### src/hw/rtl/sts_pkg.sv
// Shared types and constants for the S-expression token scanner.
package sts_pkg;

	localparam logic [7:0] CH_SPACE  = 8'h20;
	localparam logic [7:0] CH_TAB    = 8'h09;
	localparam logic [7:0] CH_NL     = 8'h0A;
	localparam logic [7:0] CH_BSLASH = 8'h5C;
	localparam logic [7:0] CH_QUOTE  = 8'h22;
	localparam logic [7:0] CH_MINUS  = 8'h2D;
	localparam logic [7:0] CH_ZERO   = 8'h30;
	localparam logic [7:0] CH_NINE   = 8'h39;

	localparam logic [1:0] MODE_IDLE = 2'd0;
	localparam logic [1:0] MODE_WORD = 2'd1;
	localparam logic [1:0] MODE_STR  = 2'd2;
	localparam logic [1:0] MODE_ESC  = 2'd3;

	localparam logic [1:0] KIND_STRING = 2'd0;
	localparam logic [1:0] KIND_INT    = 2'd1;
	localparam logic [1:0] KIND_SYMBOL = 2'd2;
	localparam logic [1:0] KIND_REJECT = 2'd3;

	localparam logic [15:0] LEN_MAX = 16'hFFFF;

	localparam logic [35:0] LIMIT_POS = 36'h07FFFFFFF;
	localparam logic [35:0] LIMIT_NEG = 36'h080000000;

	typedef struct packed {
		logic       is_space;
		logic       is_quote;
		logic       is_bslash;
		logic       is_minus;
		logic       is_digit;
		logic [3:0] digit;
	} sts_class_t;

	typedef struct packed {
		sts_class_t cls;
		logic [31:0] pos;
	} sts_entry_t;

endpackage

### src/hw/rtl/sts_front.sv
// Front end: byte classification and stream position tracking.
module sts_front import sts_pkg::*; (
	input  logic       clk,
	input  logic       arst_n,
	input  logic       in_valid,
	input  logic [7:0] ch,
	input  logic       q_full,
	output logic       push,
	output sts_entry_t entry
);

	logic [31:0] byte_pos_q;
	logic [7:0]  dig_off;

	assign push    = in_valid && !q_full;
	assign dig_off = ch - CH_ZERO;

	always_comb begin
		entry.cls.is_space  = (ch == CH_SPACE) || (ch == CH_TAB) || (ch == CH_NL);
		entry.cls.is_quote  = (ch == CH_QUOTE);
		entry.cls.is_bslash = (ch == CH_BSLASH);
		entry.cls.is_minus  = (ch == CH_MINUS);
		entry.cls.is_digit  = (ch >= CH_ZERO) && (ch <= CH_NINE);
		entry.cls.digit     = dig_off[3:0];
		entry.pos           = byte_pos_q;
	end

	always_ff @(posedge clk or negedge arst_n) begin
		if (!arst_n) begin
			byte_pos_q <= '0;
		end else if (push) begin
			byte_pos_q <= byte_pos_q + 32'd1;
		end
	end

endmodule

### src/hw/rtl/sts_fifo.sv
// Short queue of classified words between front and back.
module sts_fifo import sts_pkg::*; #(
	parameter int DEPTH = 4
) (
	input  logic       clk,
	input  logic       arst_n,
	input  logic       push,
	input  sts_entry_t wr_entry,
	input  logic       pop,
	output sts_entry_t rd_entry,
	output logic       empty,
	output logic       full
);

	localparam int AW = (DEPTH > 1) ? $clog2(DEPTH) : 1;
	localparam int CW = $clog2(DEPTH + 1);

	sts_entry_t     mem_q [DEPTH];
	logic [AW-1:0]  wr_ptr_q;
	logic [AW-1:0]  rd_ptr_q;
	logic [CW-1:0]  count_q;

	assign empty    = (count_q == '0);
	assign full     = (count_q == CW'(DEPTH));
	assign rd_entry = mem_q[rd_ptr_q];

	function automatic logic [AW-1:0] ptr_next(input logic [AW-1:0] p);
		ptr_next = (p == AW'(DEPTH - 1)) ? '0 : p + AW'(1);
	endfunction

	always_ff @(posedge clk) begin
		if (push) begin
			mem_q[wr_ptr_q] <= wr_entry;
		end
	end

	always_ff @(posedge clk or negedge arst_n) begin
		if (!arst_n) begin
			wr_ptr_q <= '0;
			rd_ptr_q <= '0;
			count_q  <= '0;
		end else begin
			if (push) wr_ptr_q <= ptr_next(wr_ptr_q);
			if (pop)  rd_ptr_q <= ptr_next(rd_ptr_q);
			if (push && !pop)      count_q <= count_q + CW'(1);
			else if (pop && !push) count_q <= count_q - CW'(1);
		end
	end

	a_count_bound: assert property (@(posedge clk) disable iff (!arst_n)
		count_q <= CW'(DEPTH)) else $error("queue count above depth");
	a_no_pop_empty: assert property (@(posedge clk) disable iff (!arst_n)
		pop |-> !empty) else $error("pop from empty queue");
	a_no_push_full: assert property (@(posedge clk) disable iff (!arst_n)
		push |-> !full) else $error("push into full queue");

endmodule

### src/hw/rtl/sts_back.sv
// Back end: token state machine, integer accumulation and result register.
module sts_back import sts_pkg::*; (
	input  logic               clk,
	input  logic               arst_n,
	input  logic               q_empty,
	input  sts_entry_t         q_entry,
	output logic               pop,
	output logic               out_valid,
	input  logic               out_stall,
	output logic [1:0]         kind,
	output logic [15:0]        length,
	output logic signed [31:0] value,
	output logic [31:0]        start_pos
);

	logic [1:0]  mode_q;
	logic [15:0] len_q;
	logic [31:0] mag_q;
	logic        num_q;
	logic        neg_q;
	logic        ovf_q;
	logic [31:0] tstart_q;

	logic        out_valid_q;
	logic [1:0]  kind_q;
	logic [15:0] length_q;
	logic [31:0] value_q;
	logic [31:0] start_q;

	sts_class_t  c;
	logic        emit;
	logic        out_free;
	logic        load;
	logic [15:0] len_inc;
	logic [35:0] next_mag;
	logic [35:0] limit;
	logic [1:0]  emit_kind;
	logic [31:0] emit_val;

	assign c        = q_entry.cls;
	assign out_free = !out_valid_q || !out_stall;
	assign emit     = ((mode_q == MODE_WORD) && c.is_space)
	                || ((mode_q == MODE_STR) && c.is_quote);
	// Take a word that makes no result even while the output is held.
	assign pop      = !q_empty && (!emit || out_free);
	assign load     = pop && emit;

	assign len_inc  = (len_q != LEN_MAX) ? len_q + 16'd1 : len_q;
	assign next_mag = {1'b0, mag_q, 3'b000} + {3'b000, mag_q, 1'b0} + {32'd0, c.digit};
	assign limit    = neg_q ? LIMIT_NEG : LIMIT_POS;

	always_comb begin
		emit_val = 32'd0;
		if (mode_q == MODE_STR) begin
			emit_kind = KIND_STRING;
		end else if (!num_q) begin
			emit_kind = KIND_SYMBOL;
		end else if ((neg_q && len_q == 16'd1) || ovf_q) begin
			emit_kind = KIND_REJECT;
		end else begin
			emit_kind = KIND_INT;
			emit_val  = neg_q ? 32'd0 - mag_q : mag_q;
		end
	end

	always_ff @(posedge clk or negedge arst_n) begin
		if (!arst_n) begin
			mode_q   <= MODE_IDLE;
			len_q    <= '0;
			mag_q    <= '0;
			num_q    <= 1'b0;
			neg_q    <= 1'b0;
			ovf_q    <= 1'b0;
			tstart_q <= '0;
		end else if (pop) begin
			case (mode_q)
				MODE_IDLE: begin
					if (!c.is_space) begin
						tstart_q <= q_entry.pos;
						ovf_q    <= 1'b0;
						if (c.is_quote) begin
							mode_q <= MODE_STR;
							len_q  <= '0;
							num_q  <= 1'b0;
							neg_q  <= 1'b0;
							mag_q  <= '0;
						end else begin
							mode_q <= MODE_WORD;
							len_q  <= 16'd1;
							neg_q  <= c.is_minus;
							num_q  <= c.is_minus || c.is_digit;
							mag_q  <= c.is_digit ? {28'd0, c.digit} : 32'd0;
						end
					end
				end
				MODE_WORD: begin
					if (c.is_space) begin
						mode_q <= MODE_IDLE;
					end else begin
						len_q <= len_inc;
						if (num_q) begin
							if (!c.is_digit) begin
								num_q <= 1'b0;
							end else if (!ovf_q) begin
								// Latch overflow and hold the last in-range magnitude.
								if (next_mag > limit) ovf_q <= 1'b1;
								else                  mag_q <= next_mag[31:0];
							end
						end
					end
				end
				MODE_STR: begin
					if (c.is_quote) begin
						mode_q <= MODE_IDLE;
					end else begin
						len_q <= len_inc;
						if (c.is_bslash) mode_q <= MODE_ESC;
					end
				end
				default: begin
					len_q  <= len_inc;
					mode_q <= MODE_STR;
				end
			endcase
		end
	end

	always_ff @(posedge clk or negedge arst_n) begin
		if (!arst_n) begin
			out_valid_q <= 1'b0;
		end else if (load) begin
			out_valid_q <= 1'b1;
		end else if (!out_stall) begin
			out_valid_q <= 1'b0;
		end
	end

	always_ff @(posedge clk) begin
		if (load) begin
			kind_q   <= emit_kind;
			length_q <= len_q;
			value_q  <= emit_val;
			start_q  <= tstart_q;
		end
	end

	assign out_valid = out_valid_q;
	assign kind      = kind_q;
	assign length    = length_q;
	assign value     = value_q;
	assign start_pos = start_q;

	a_load_free: assert property (@(posedge clk) disable iff (!arst_n)
		load |-> !(out_valid_q && out_stall)) else $error("result overwritten while held");
	a_idle_after: assert property (@(posedge clk) disable iff (!arst_n)
		load |=> mode_q == MODE_IDLE) else $error("scanner not idle after token");
	a_value_zero: assert property (@(posedge clk) disable iff (!arst_n)
		(out_valid_q && kind_q != KIND_INT) |-> value_q == 32'd0)
		else $error("nonzero value on non-integer token");

endmodule

### src/hw/rtl/sexpr_token_scanner.sv
// Top level of the S-expression token scanner: front, queue and back.
//
//  channel | signals                              | direction
//  --------+--------------------------------------+----------
//  input   | in_valid, in_stall, ch               | byte in
//  output  | out_valid, out_stall, kind, length,  | token out
//          | value, start_pos                     |
//
// One byte word per cycle sustained while in_stall is low; each byte passes
// the front and the queue and is consumed by the back at once when it makes no token.
// A byte that closes a token waits in the queue while the result register
// is held; the queue of Q_DEPTH words keeps input flowing meanwhile.
// Reset clears position, scanner state and valid flags; no clearing pass.
// A closing byte passes the queue; its token loads the result register when the back pops it.
module sexpr_token_scanner import sts_pkg::*; #(
	parameter int Q_DEPTH = 4
) (
	input  logic               clk,
	input  logic               arst_n,
	input  logic               in_valid,
	output logic               in_stall,
	input  logic [7:0]         ch,
	output logic               out_valid,
	input  logic               out_stall,
	output logic [1:0]         kind,
	output logic [15:0]        length,
	output logic signed [31:0] value,
	output logic [31:0]        start_pos
);

	logic       push;
	logic       pop;
	logic       q_full;
	logic       q_empty;
	sts_entry_t wr_entry;
	sts_entry_t rd_entry;

	assign in_stall = q_full;

	sts_front u_front (
		.clk      (clk),
		.arst_n   (arst_n),
		.in_valid (in_valid),
		.ch       (ch),
		.q_full   (q_full),
		.push     (push),
		.entry    (wr_entry)
	);

	sts_fifo #(
		.DEPTH (Q_DEPTH)
	) u_fifo (
		.clk      (clk),
		.arst_n   (arst_n),
		.push     (push),
		.wr_entry (wr_entry),
		.pop      (pop),
		.rd_entry (rd_entry),
		.empty    (q_empty),
		.full     (q_full)
	);

	sts_back u_back (
		.clk       (clk),
		.arst_n    (arst_n),
		.q_empty   (q_empty),
		.q_entry   (rd_entry),
		.pop       (pop),
		.out_valid (out_valid),
		.out_stall (out_stall),
		.kind      (kind),
		.length    (length),
		.value     (value),
		.start_pos (start_pos)
	);

endmodule
### config.mk
export PLATFORM = sky130hd
export DESIGN_NAME = sexpr_token_scanner
export DESIGN_NICKNAME = d
export VERILOG_FILES = /design/src/hw/rtl/sts_pkg.sv /design/src/hw/rtl/sts_front.sv /design/src/hw/rtl/sts_fifo.sv /design/src/hw/rtl/sts_back.sv /design/src/hw/rtl/sexpr_token_scanner.sv
export SDC_FILE = /design/constraint.sdc
export NUM_CORES = 1
export LEC_CHECK = 0
export ABC_CLOCK_PERIOD_IN_PS = 10500
export BUFFER_PORTS_ARGS = -buffer_cell sky130_fd_sc_hd__buf_2
export CAP_MARGIN = 30
export CORE_UTILIZATION = 45
export DETAILED_ROUTE_END_ITERATION = 10
export PLACE_DENSITY = 0.68
export SYNTH_ARGS = -nofsm -noshare
export SYNTH_HDL_FRONTEND = slang
export SYNTH_HIERARCHICAL = 1
export SYNTH_SLANG_ARGS = --single-unit
### constraint.sdc
create_clock -name clk -period 10.5 [get_ports clk]
set_input_delay 0.525 -clock clk [delete_from_list [all_inputs] [get_ports clk]]
set_output_delay 0.525 -clock clk [all_outputs]
set_load 0.02 [all_outputs]
== After elaboration in Yosys (flattened, before gate mapping) ==
Memory sizes are Yosys's and may differ from the RTL's.
Cells that the tools add are included.

* Bits in registers: 207
* Bits in writable memories: 164
* Bits of input ports: 12
* Output and inout port bits: 84
* Logic and storage cells: 138
* Memories kept: 1

* Add/subtract/negate cells: 10
* Order comparisons: 3
* Equal/unequal tests: 23
* Multiplexer cells: 47
* Bitwise gates (word level): 2
* Reduce and logical (&&, ||, !) cells: 35

{| class="wikitable"
|+ Memory list
! memory !! words !! width !! rd ports !! clocked after memory_dff !! write ports !! line !! text
|-
| u_fifo.mem_q || 4 || 41 || 1 || 0 || 1 || sts_fifo.sv:18 || <nowiki>sts_entry_t mem_q [DEPTH];</nowiki>
|}

{| class="wikitable"
|+ Operators with widths
! cell !! number
|-
| 2-to-1 mux 32 bit || 9
|-
| 2-to-1 mux 16 bit || 4
|-
| case mux 32 bit (2 select lines) || 1
|-
| case mux 16 bit (3 select lines) || 1
|-
| adder 35 x 33 -> 36 bit || 1
|-
| adder 36 x 4 -> 36 bit || 1
|-
| > comparator 36 bit || 1
|-
| adder 32 x 1 -> 32 bit, second input constant || 1
|-
| subtractor 1 x 32 -> 32 bit, first input constant || 1
|-
| == test 8 x 6 -> 1 bit, second input constant || 3
|-
| 2-to-1 mux 2 bit || 9
|-
| 2-to-1 mux 1 bit || 17
|-
| adder 16 x 1 -> 16 bit, second input constant || 1
|-
| == test 16 x 1 -> 1 bit, second input constant || 1
|-
| == test 8 x 4 -> 1 bit, second input constant || 2
|-
| != test 16 bit, second input constant || 1
|-
| AND reduction 4 bit || 3
|-
| != test 2 bit, second input constant || 5
|-
| logical AND 1 bit || 9
|-
| == test 8 x 7 -> 1 bit, second input constant || 1
|-
| >= comparator 8 x 6 -> 1 bit, second input constant || 1
|-
| <= comparator 8 x 6 -> 1 bit, second input constant || 1
|-
| != test 2 x 1 -> 1 bit, second input constant || 4
|-
| AND reduction 8 bit || 1
|-
| other kinds (22) || 41
|}

== Longest topological paths before layout ==
Gate-level depths: netlist (run 1).

* Depth in word-level cells: 9
* Gate-level depth with buffers: 26
* Gate-level depth less buffers: 22

== Cells and area by module ==
Netlist (run 1), hierarchy kept.

{| class="wikitable"
|+ By module, submodules not included
! module !! instances !! cells each !! area each (um2) !! sequential area each (um2)
|-
| sts_back || 1 || 853 || 9,689.3 || 4,614.4
|-
| sts_fifo || 1 || 252 || 6,387.4 || 5,099.9
|-
| sts_front || 1 || 145 || 1,615.3 || 800.8
|}

== Worst setup path after synthesis (run 1) ==
No wires, ideal clock.

* Path kind: register to register
* Start point: reg u_fifo.rd_ptr_q[0]
* End point: reg u_back.kind_q[0] (netlist: u_back/kind[0]), enable pin
* Library setup time: 0.645 ns
* Data arrival time: 7.229 ns
* Required time: 9.855 ns
* Setup slack: 2.626 ns
* Cell stages (with the launch flop): 6
* Path buffers: 2
* Clock period less this slack: 7.874 ns
* Path through: dfrtp_1 buf_6 buf_12 mux4_2 a22oi_1 a211oi_1

{| class="wikitable"
|+ RTL lines
! element !! line !! text
|-
| start, declared || sts_fifo.sv:20 || <nowiki>logic [AW-1:0] rd_ptr_q;</nowiki>
|-
| start signal, assigned || sts_fifo.sv:44 || <nowiki>if (pop) rd_ptr_q <= ptr_next(rd_ptr_q);</nowiki>
|-
| end signal, assigned || sts_back.sv:140 || <nowiki>kind_q <= emit_kind;</nowiki>
|-
| end, declared || sts_back.sv:25 || <nowiki>logic [1:0] kind_q;</nowiki>
|}

==> summary.md, run 1 <==
| Metric | Value |
|---|---|
| Fin Setup TNS | `0 ps` |
| M1 WL | `16.4 mm` |
| Reg2reg path depth | `22` |
| RSZ-0062 raised after global routing | `false` |
| Pwr dens | `252 mW/mm²` |
| Most used flip-flop cell after synthesis | `edfxtp_1` |
| Metal2 WL | `17.7 mm` |
| Die Wd | `between 200 and 250 µm` |
| Initial DRT Pass Iterations | `5` |
| Least-Margin Pin Slew | `992 ps` |
| Hold Crit Start | `ch[3]` |
| Die ar. | `0.0401 mm²` |
| Final Max Slew Viols | `0` |
| Root Buffer | `clkbuf_16` |
| IO Port Bufs | `95` |
| Drt initial violations | `~520` |
| Highest metal used | `met5` |
| WP data arrival | `7540 ps` |
| Register clock-pin slew on the reported worst setup and hold paths | `70 ps` |
| WS Path Type | `reg -> reg` |
| Layout cell share with drive strength beyond 1 | `20.5%` |
| RR Endpoint | `u_back/mag_q[8]` |
| Pleak | `7.84 nW` |
| Flops & latches, synth | `371` |
| Post-Syn Instances | `1,250` |
| Hold crit path type | `in -> reg` |
| Yosys warns | `6` |
| Worst Hold Path EP | `u_fifo/mem_q[0][35]` |
| HPWL after DPL | `23.7 mm` |
| Commonest cells after routing, fill and taps aside | `edfxtp_1, dfrtp_1, ha_1, buf_2, nor2_1` |
| Total Nets Final | `1,476` |
| Mapped cell area | `0.0177 mm²` |
| Worst Path Max Fanout | `43` |
| Post-DP Area | `0.0186 mm²` |
| Initial Util | `45.7%` |
| Area growth syn-to-layout | `12.8%` |
| Number of diodes | `0` |
| H-tree levels | `2` |
| FILL cells | `roughly 3.3k` |
| Reg2Reg Setup Slack | `about 3500 ps` |
| Final wirelength | `around 36 mm` |
| Met3 WL post-DR | `1.28 mm` |
| Relative slew slack | `33.3%` |
| Crit end category | `register` |
| Hold Fails Final Rpt | `0` |
| Commonest non-fill, non-tap cell in the layout | `edfxtp_1` |
| Initial antenna violation count | `1` |
| Clock Path Buffers | `3` |
| DR DRC count | `0` |
| Status | `completed` |
| Final Instance Area | `0.0200 mm²` |
| Clk Latency, worst-skew pair | `between 500 and 600 ps` |
| Vias | `10.5k` |
| CTS resizes | `0` |
| FP Rows | `72` |
| GRT overflow | `0` |
| F_max | `approximately 140 MHz` |
| CTS tree | `yes` |
| Vias in the first global route | `10.6k` |
| Placer Congestion | `roughly 0.88` |
| Layout Skew | `25.3 ps` |
| Syn_nets | `1,370` |
| Synth unique cells | `78` |
| First-pass GRT wire length | `58.7 mm` |
| Endpoints failing setup | `0` |
| Total GRT Usage | `around 18%` |
| Final period util | `67.1%` |
| CTS Buf Count | `39` |
| Avg WL per Cell | `19.0 µm` |
| Final ANT Viol Nets | `0` |
| Vias per inst | `5.52` |
| Startpoint types | `register` |
| Die Y | `200 µm` |
| Clk sinks | `371` |
| Crit Reg-Reg Startpoint | `u_fifo/rd_ptr_q[0]` |
| Worst ir drop on vdd | `0.203 mV` |
| Post-synth EDFFs | `246` |
| Critical path required time | `11,000 ps` |
| # IOs | `96` |
| Max_cap viols | `0` |
| Pin count of the biggest net entering global routing | `65` |
| Core Area | `0.0387 mm²` |
| Mean Syn Cell Area | `14.2 µm²` |
| Register area share after synthesis | `59.4%` |
| WHS Path Cells | `1` |
| Tmin final | `a little over 7000 ps` |
| Post-synth ARST share | `33.7%` |
==> layout make-up <==
type / instances / area (µm²) / area share (%)
Timing Repair Buffer: 113 / 627 / 3.14
Clock inverter: 25 / 293 / 1.47
Tap cell: 518 / 648 / 3.25
Inverter: 26 / 97.6 / 0.489
Sequential cell: 371 / 10500 / 52.7
Multi-Input combinational cell: 805 / 6750 / 33.8
Clock buffer: 47 / 1030 / 5.14
==> routing by layer <==
metal	global-route usage [%]	up-vias
met2	30.6	194
li1	-	5001
met5	0	-
met1	25.0	5263
met3	3.45	47
met4	4.80	2
==> cell usage after synthesis (6+ instances only) <==
library cell / instances / area [µm²]
and3_1: 9 / 56.3
nor2b_1: 12 / 75.1
xor2_1: 54 / 473
xnor2_1: 52 / 455
mux2_2: 40 / 450
a211oi_1: 10 / 75.1
nand3_1: 23 / 115
o211ai_1: 8 / 60.1
o31ai_1: 11 / 82.6
a21o_1: 11 / 82.6
a21oi_1: 48 / 240
and4_1: 6 / 52.6
nand4_1: 34 / 213
buf_4: 11 / 82.6
a22o_1: 30 / 263
nor3_1: 8 / 40.0
nand2_1: 63 / 236
buf_2: 13 / 65.1
dfrtp_1: 125 / 3130
or4_1: 9 / 67.6
o21bai_1: 8 / 60.1
inv_1: 26 / 97.6
nor4_1: 15 / 93.8
nor2_1: 80 / 300
clkbuf_1: 14 / 52.6
edfxtp_1: 246 / 7390
mux4_2: 38 / 856
o21ai_0: 40 / 200
ha_1: 105 / 1310
and2_1: 10 / 62.6
==> kinds of logic (layout without fill, tap and decap cells) <==
group	count (synthesis)	in the layout	share of synthesized area, %
buf+inv	74	211	2.56
flops	371	371	59.4
mux	86	86	8.11
simple gates	297	297	8.75
xor+xnor	106	106	5.25
compound gates	208	208	8.13
fa+ha+maj	108	108	7.77
==> worst max-delay path, cell delays in order (launching register included) <==
cell,delay (ps)
dfrtp_2,370
buf_4,660
mux4_2,630
ha_1,310
ha_1,230
a211oi_1,350
o211ai_2,160
a41o_1,300
nor2b_1,160
a211oi_1,620
o21ai_0,270
xnor2_1,270
ha_1,290
a21oi_1,150
o21ai_0,130
a211oi_1,280
o211ai_1,130
o21ai_0,220
o311ai_1,150
a21oi_2,190
and4_1,700
buf_8,240
a22o_1,140
==> power breakdown <==
part	switching (mW)	leakage [nW]	internal, mW	total (mW)
clock network	0.587	0.627	0.810	1.40
logic	0.903	3.43	0.574	1.48
registers	0.154	3.78	2.01	2.16
total	1.64	7.84	3.39	5.04
==> sequential cells by signal, summed over array words and instances, names as in the netlist, 3 cells and up <==
register,cells
u_back/len_q,16
u_back/mag_q,32
u_back/tstart_q,32
u_fifo/count_q,3
u_back/value,32
u_back/start_pos,32
u_fifo/mem_q,164
u_front/byte_pos_q,32
u_back/length,16
==> per-stage QoR <==
stage / hold WS (ps) / utilization (%) / cells / worst slack, ps / total power, mW
2_1_floorplan: 229 / - / 1250 / 2630 / 3.29
3_3_place_gp: 427 / 48.0 / 1830 / 3420 / 3.65
3_5_place_dp: 429 / 48.1 / 1831 / 3380 / 3.69
4_1_cts: 216 / 51.5 / 1904 / 3320 / 5.10
5_1_grt: 237 / 51.5 / 1905 / 2780 / 5.31
6_report: 249 / 51.5 / 1905 / 3450 / 5.04
==> timing repair <==
item | 4_1_cts | 5_1_grt
hold buffers | 1 | 0
hold endpoints to repair | 57 | 0
setup buffers | 0 | 0
==> worst max-delay path by stage <==
| stage | endpoint | startpoint | slack (ps) |
|---|---|---|---|
| 2_1_floorplan | u_back/kind[0] | u_fifo/rd_ptr_q[0] | 2630 |
| 3_3_place_gp | u_back/mag_q[28] | u_fifo/rd_ptr_q[0] | 3420 |
| 3_5_place_dp | u_back/mag_q[9] | u_fifo/rd_ptr_q[0] | 3380 |
| 4_1_cts | u_back/mag_q[9] | u_fifo/rd_ptr_q[0] | 3320 |
| 5_1_grt | u_back/mag_q[16] | u_fifo/rd_ptr_q[0] | 2780 |
| 6_report | u_back/mag_q[8] | u_fifo/rd_ptr_q[0] | 3450 |
No activity file was read; power rests on OpenSTA's default activity.
==> run 2, diff against run 1 <==
--- a/config.mk
+++ b/config.mk
@@ -5,7 +5,7 @@
 export SDC_FILE = /design/constraint.sdc
 export NUM_CORES = 1
 export LEC_CHECK = 0
-export ABC_CLOCK_PERIOD_IN_PS = 10500
+export ABC_CLOCK_PERIOD_IN_PS = 7000
 export BUFFER_PORTS_ARGS = -buffer_cell sky130_fd_sc_hd__buf_2
 export CAP_MARGIN = 30
 export CORE_UTILIZATION = 45
==> constraint.sdc (replaced) <==
create_clock -name clk -period 7 [get_ports clk]
set_input_delay 0.35 -clock clk [delete_from_list [all_inputs] [get_ports clk]]
set_output_delay 0.35 -clock clk [all_outputs]
set_load 0.02 [all_outputs]
==> summary.md, run 2 (synthesized netlist as in run 1, its figures left out) <==
| Metric | Value |
|---|---|
| Clk sinks | `371 (unchanged)` |
| Register clock-pin slew on the reported worst setup and hold paths | `60 ps (was 70 ps)` |
| Area growth syn-to-layout | `13.0% (was 12.8%)` |
| Largest reg by FF count | `u_fifo/mem_q (unchanged)` |
| Core Area | `0.0387 mm² (unchanged)` |
| Post-Place Cells | `1,832 (was 1,831)` |
| Initial antenna violation count | `1 (unchanged)` |
| Commonest cells after routing, fill and taps aside | `edfxtp_1, dfrtp_1, ha_1, buf_2, nor2_1 (unchanged)` |
| First-pass GRT wire length | `59.5 mm (was 58.7 mm)` |
| Total Nets Final | `1,477 (was 1,476)` |
| DR DRC count | `0 (unchanged)` |
| Worst Path Max Fanout | `21 (was 43)` |
| Least-Margin Pin Slew | `907 ps (was 992 ps)` |
| Critical path required time | `7480 ps (was 11,000 ps)` |
| GRT overflow | `0 (unchanged)` |
| Tmin final | `6290 ps (was 7050 ps)` |
| Number of diodes | `0 (unchanged)` |
| Relative slew slack | `39.4% (was 33.3%)` |
| CTS resizes | `0 (unchanged)` |
| Startpoint types | `register (unchanged)` |
| Initial DRT Pass Iterations | `4 (was 5)` |
| Hold crit path type | `in -> reg (unchanged)` |
| WP data arrival | `6770 ps (was 7540 ps)` |
| Endpoints failing setup | `0 (unchanged)` |
| Initial Util | `45.7% (unchanged)` |
| CTS Buf Count | `40 (was 39)` |
| Reg2Reg Setup Slack | `710 ps (was 3450 ps)` |
| FP Rows | `72 (unchanged)` |
| Clk Latency, worst-skew pair | `560 ps (was 570 ps)` |
| Hold_ws | `54.7 ps (was 249 ps)` |
| Placer Congestion | `0.893 (was 0.877)` |
| Layout Skew | `27.7 ps (was 25.3 ps)` |
| Final ANT Viol Nets | `0 (unchanged)` |
| Worst ir drop on vdd | `0.259 mV (was 0.203 mV)` |
| Clock Path Buffers | `3 (unchanged)` |
| Crit end category | `register (unchanged)` |
| Hold Fails Final Rpt | `0 (unchanged)` |
| CTS tree | `yes (unchanged)` |
| Die ar. | `0.0401 mm² (unchanged)` |
| Largest register FFs | `164 (unchanged)` |
| Final Max Slew Viols | `0 (unchanged)` |
| IO Port Bufs | `95 (unchanged)` |
| Root Buffer | `clkbuf_16 (unchanged)` |
| Die Y | `200 µm (unchanged)` |
| Total GRT Usage | `18.8% (was 18.5%)` |
| Final wirelength | `36.9 mm (was 36.1 mm)` |
| Commonest non-fill, non-tap cell in the layout | `edfxtp_1 (unchanged)` |
| HPWL after DPL | `24.6 mm (was 23.7 mm)` |
| Final period util | `89.9% (was 67.1%)` |
| Total setup buffers inserted after CTS | `0 (unchanged)` |
| H-tree levels | `2 (unchanged)` |
| Fin Setup TNS | `0 ps (unchanged)` |
| Vias | `10.7k (was 10.5k)` |
| FILL cells | `3,294 (was 3,263)` |
| RSZ-0062 raised after global routing | `false (unchanged)` |
| Max_cap viols | `0 (unchanged)` |
| Drt initial violations | `566 (was 515)` |
| Pwr dens | `382 mW/mm² (was 252 mW/mm²)` |
| Layout cell share with drive strength beyond 1 | `20.2% (was 20.5%)` |
| Avg WL per Cell | `19.4 µm (was 19.0 µm)` |
| Pleak | `7.87 nW (was 7.84 nW)` |
| # IOs | `96 (unchanged)` |
| Final Non-Filler Cells | `1,904 (was 1,905)` |
| Vias per inst | `5.60 (was 5.52)` |
| Die Wd | `200 µm (unchanged)` |
| Pin count of the biggest net entering global routing | `73 (was 65)` |
| WS Path Type | `reg -> reg (unchanged)` |
| Status | `completed (unchanged)` |
| Vias in the first global route | `10.8k (was 10.6k)` |
| F_max | `159 MHz (was 142 MHz)` |
run 2: cell types whose count changed in the layout (fill, tap and decap cells not counted), moves of 2 or more:
cell,change
buf_4,+2
clkbuf_8,+3
clkinv_1,+2
clkinv_4,-4
clkinvlp_4,-4
run 2: per-stage QoR:
| stage | total power [mW] | cell area, µm² | utilization (%) | setup WS, ps |
|---|---|---|---|---|
| after floorplan | 4.91 | 17700 | - | 1440 |
| after global placement | 5.47 | 18600 | 48.1 | 1000 |
| after detailed placement | 5.54 | 18600 | 48.1 | 808 |
| after CTS | 7.73 | 20000 | 51.6 | 751 |
| after global routing | 8.03 | 20000 | 51.6 | 240 |
| final | 7.64 | 20000 | 51.6 | 708 |
run 2: critical path: stages (launching register included):
cell and delay [ps]:
dfrtp_2 410, mux4_2 550, fa_1 550, fa_1 480, a21o_1 180, a21oi_1 340
o211ai_1 180, a21oi_2 370, o211ai_1 190, a21boi_0 260, o21bai_1 110, xor2_1 190
ha_1 180, a21oi_1 50, o21ai_0 310, a211oi_1 120, a211oi_1 230, o21ai_0 120
o311ai_1 120, a21oi_2 90, a31oi_2 550, buf_4 400, a22o_1 200
run 2: layout make-up:
type	instances	area [µm²]	share of cell area, %
clock buffer	52	1100	5.48
clock inverter	19	264	1.32
inverter	26	97.6	0.488
multi-input combinational	805	6750	33.8
sequential	371	10500	52.6
tap	518	648	3.24
timing repair buffer	113	619	3.10
run 2: where the power goes:
group	internal [mW]	switching (mW)
Sequential	3.01	0.259
Clock	1.30	0.866
Combinational	0.859	1.34
Total	5.17	2.46
run 2: final timing paths:
| check | startpoint | endpoint | cells past startpoint |
|---|---|---|---|
| hold reg to reg | u_back/tstart_q[5] | u_back/start_pos[5] | 0 |
| setup reg to reg | u_fifo/rd_ptr_q[0] | u_back/mag_q[28] | 22 |
| max in group asynchronous | arst_n | u_front/byte_pos_q[23] | 3 |
| hold / removal | ch[0] | u_fifo/mem_q[2][32] | 1 |
| setup / recovery | u_fifo/rd_ptr_q[0] | u_back/mag_q[28] | 22 |
| min in group asynchronous | arst_n | u_back/tstart_q[8] | 2 |
run 2: routing by layer:
layer / global-route usage [%] / vias to the layer above / part of all wire (%)
met5: 0 / - / 0.035
met1: 24.4 / 5388 / 44
li1: - / 5010 / -
met4: 6.54 / 2 / 2.4
met2: 31.8 / 209 / 50
met3: 3.17 / 59 / 3.9
run 2: repair_timing:
item                                   4_1_cts  5_1_grt
endpoints found under the hold margin       71        0
hold buffers                                 1        0
setup endpoints to repair                    0        0
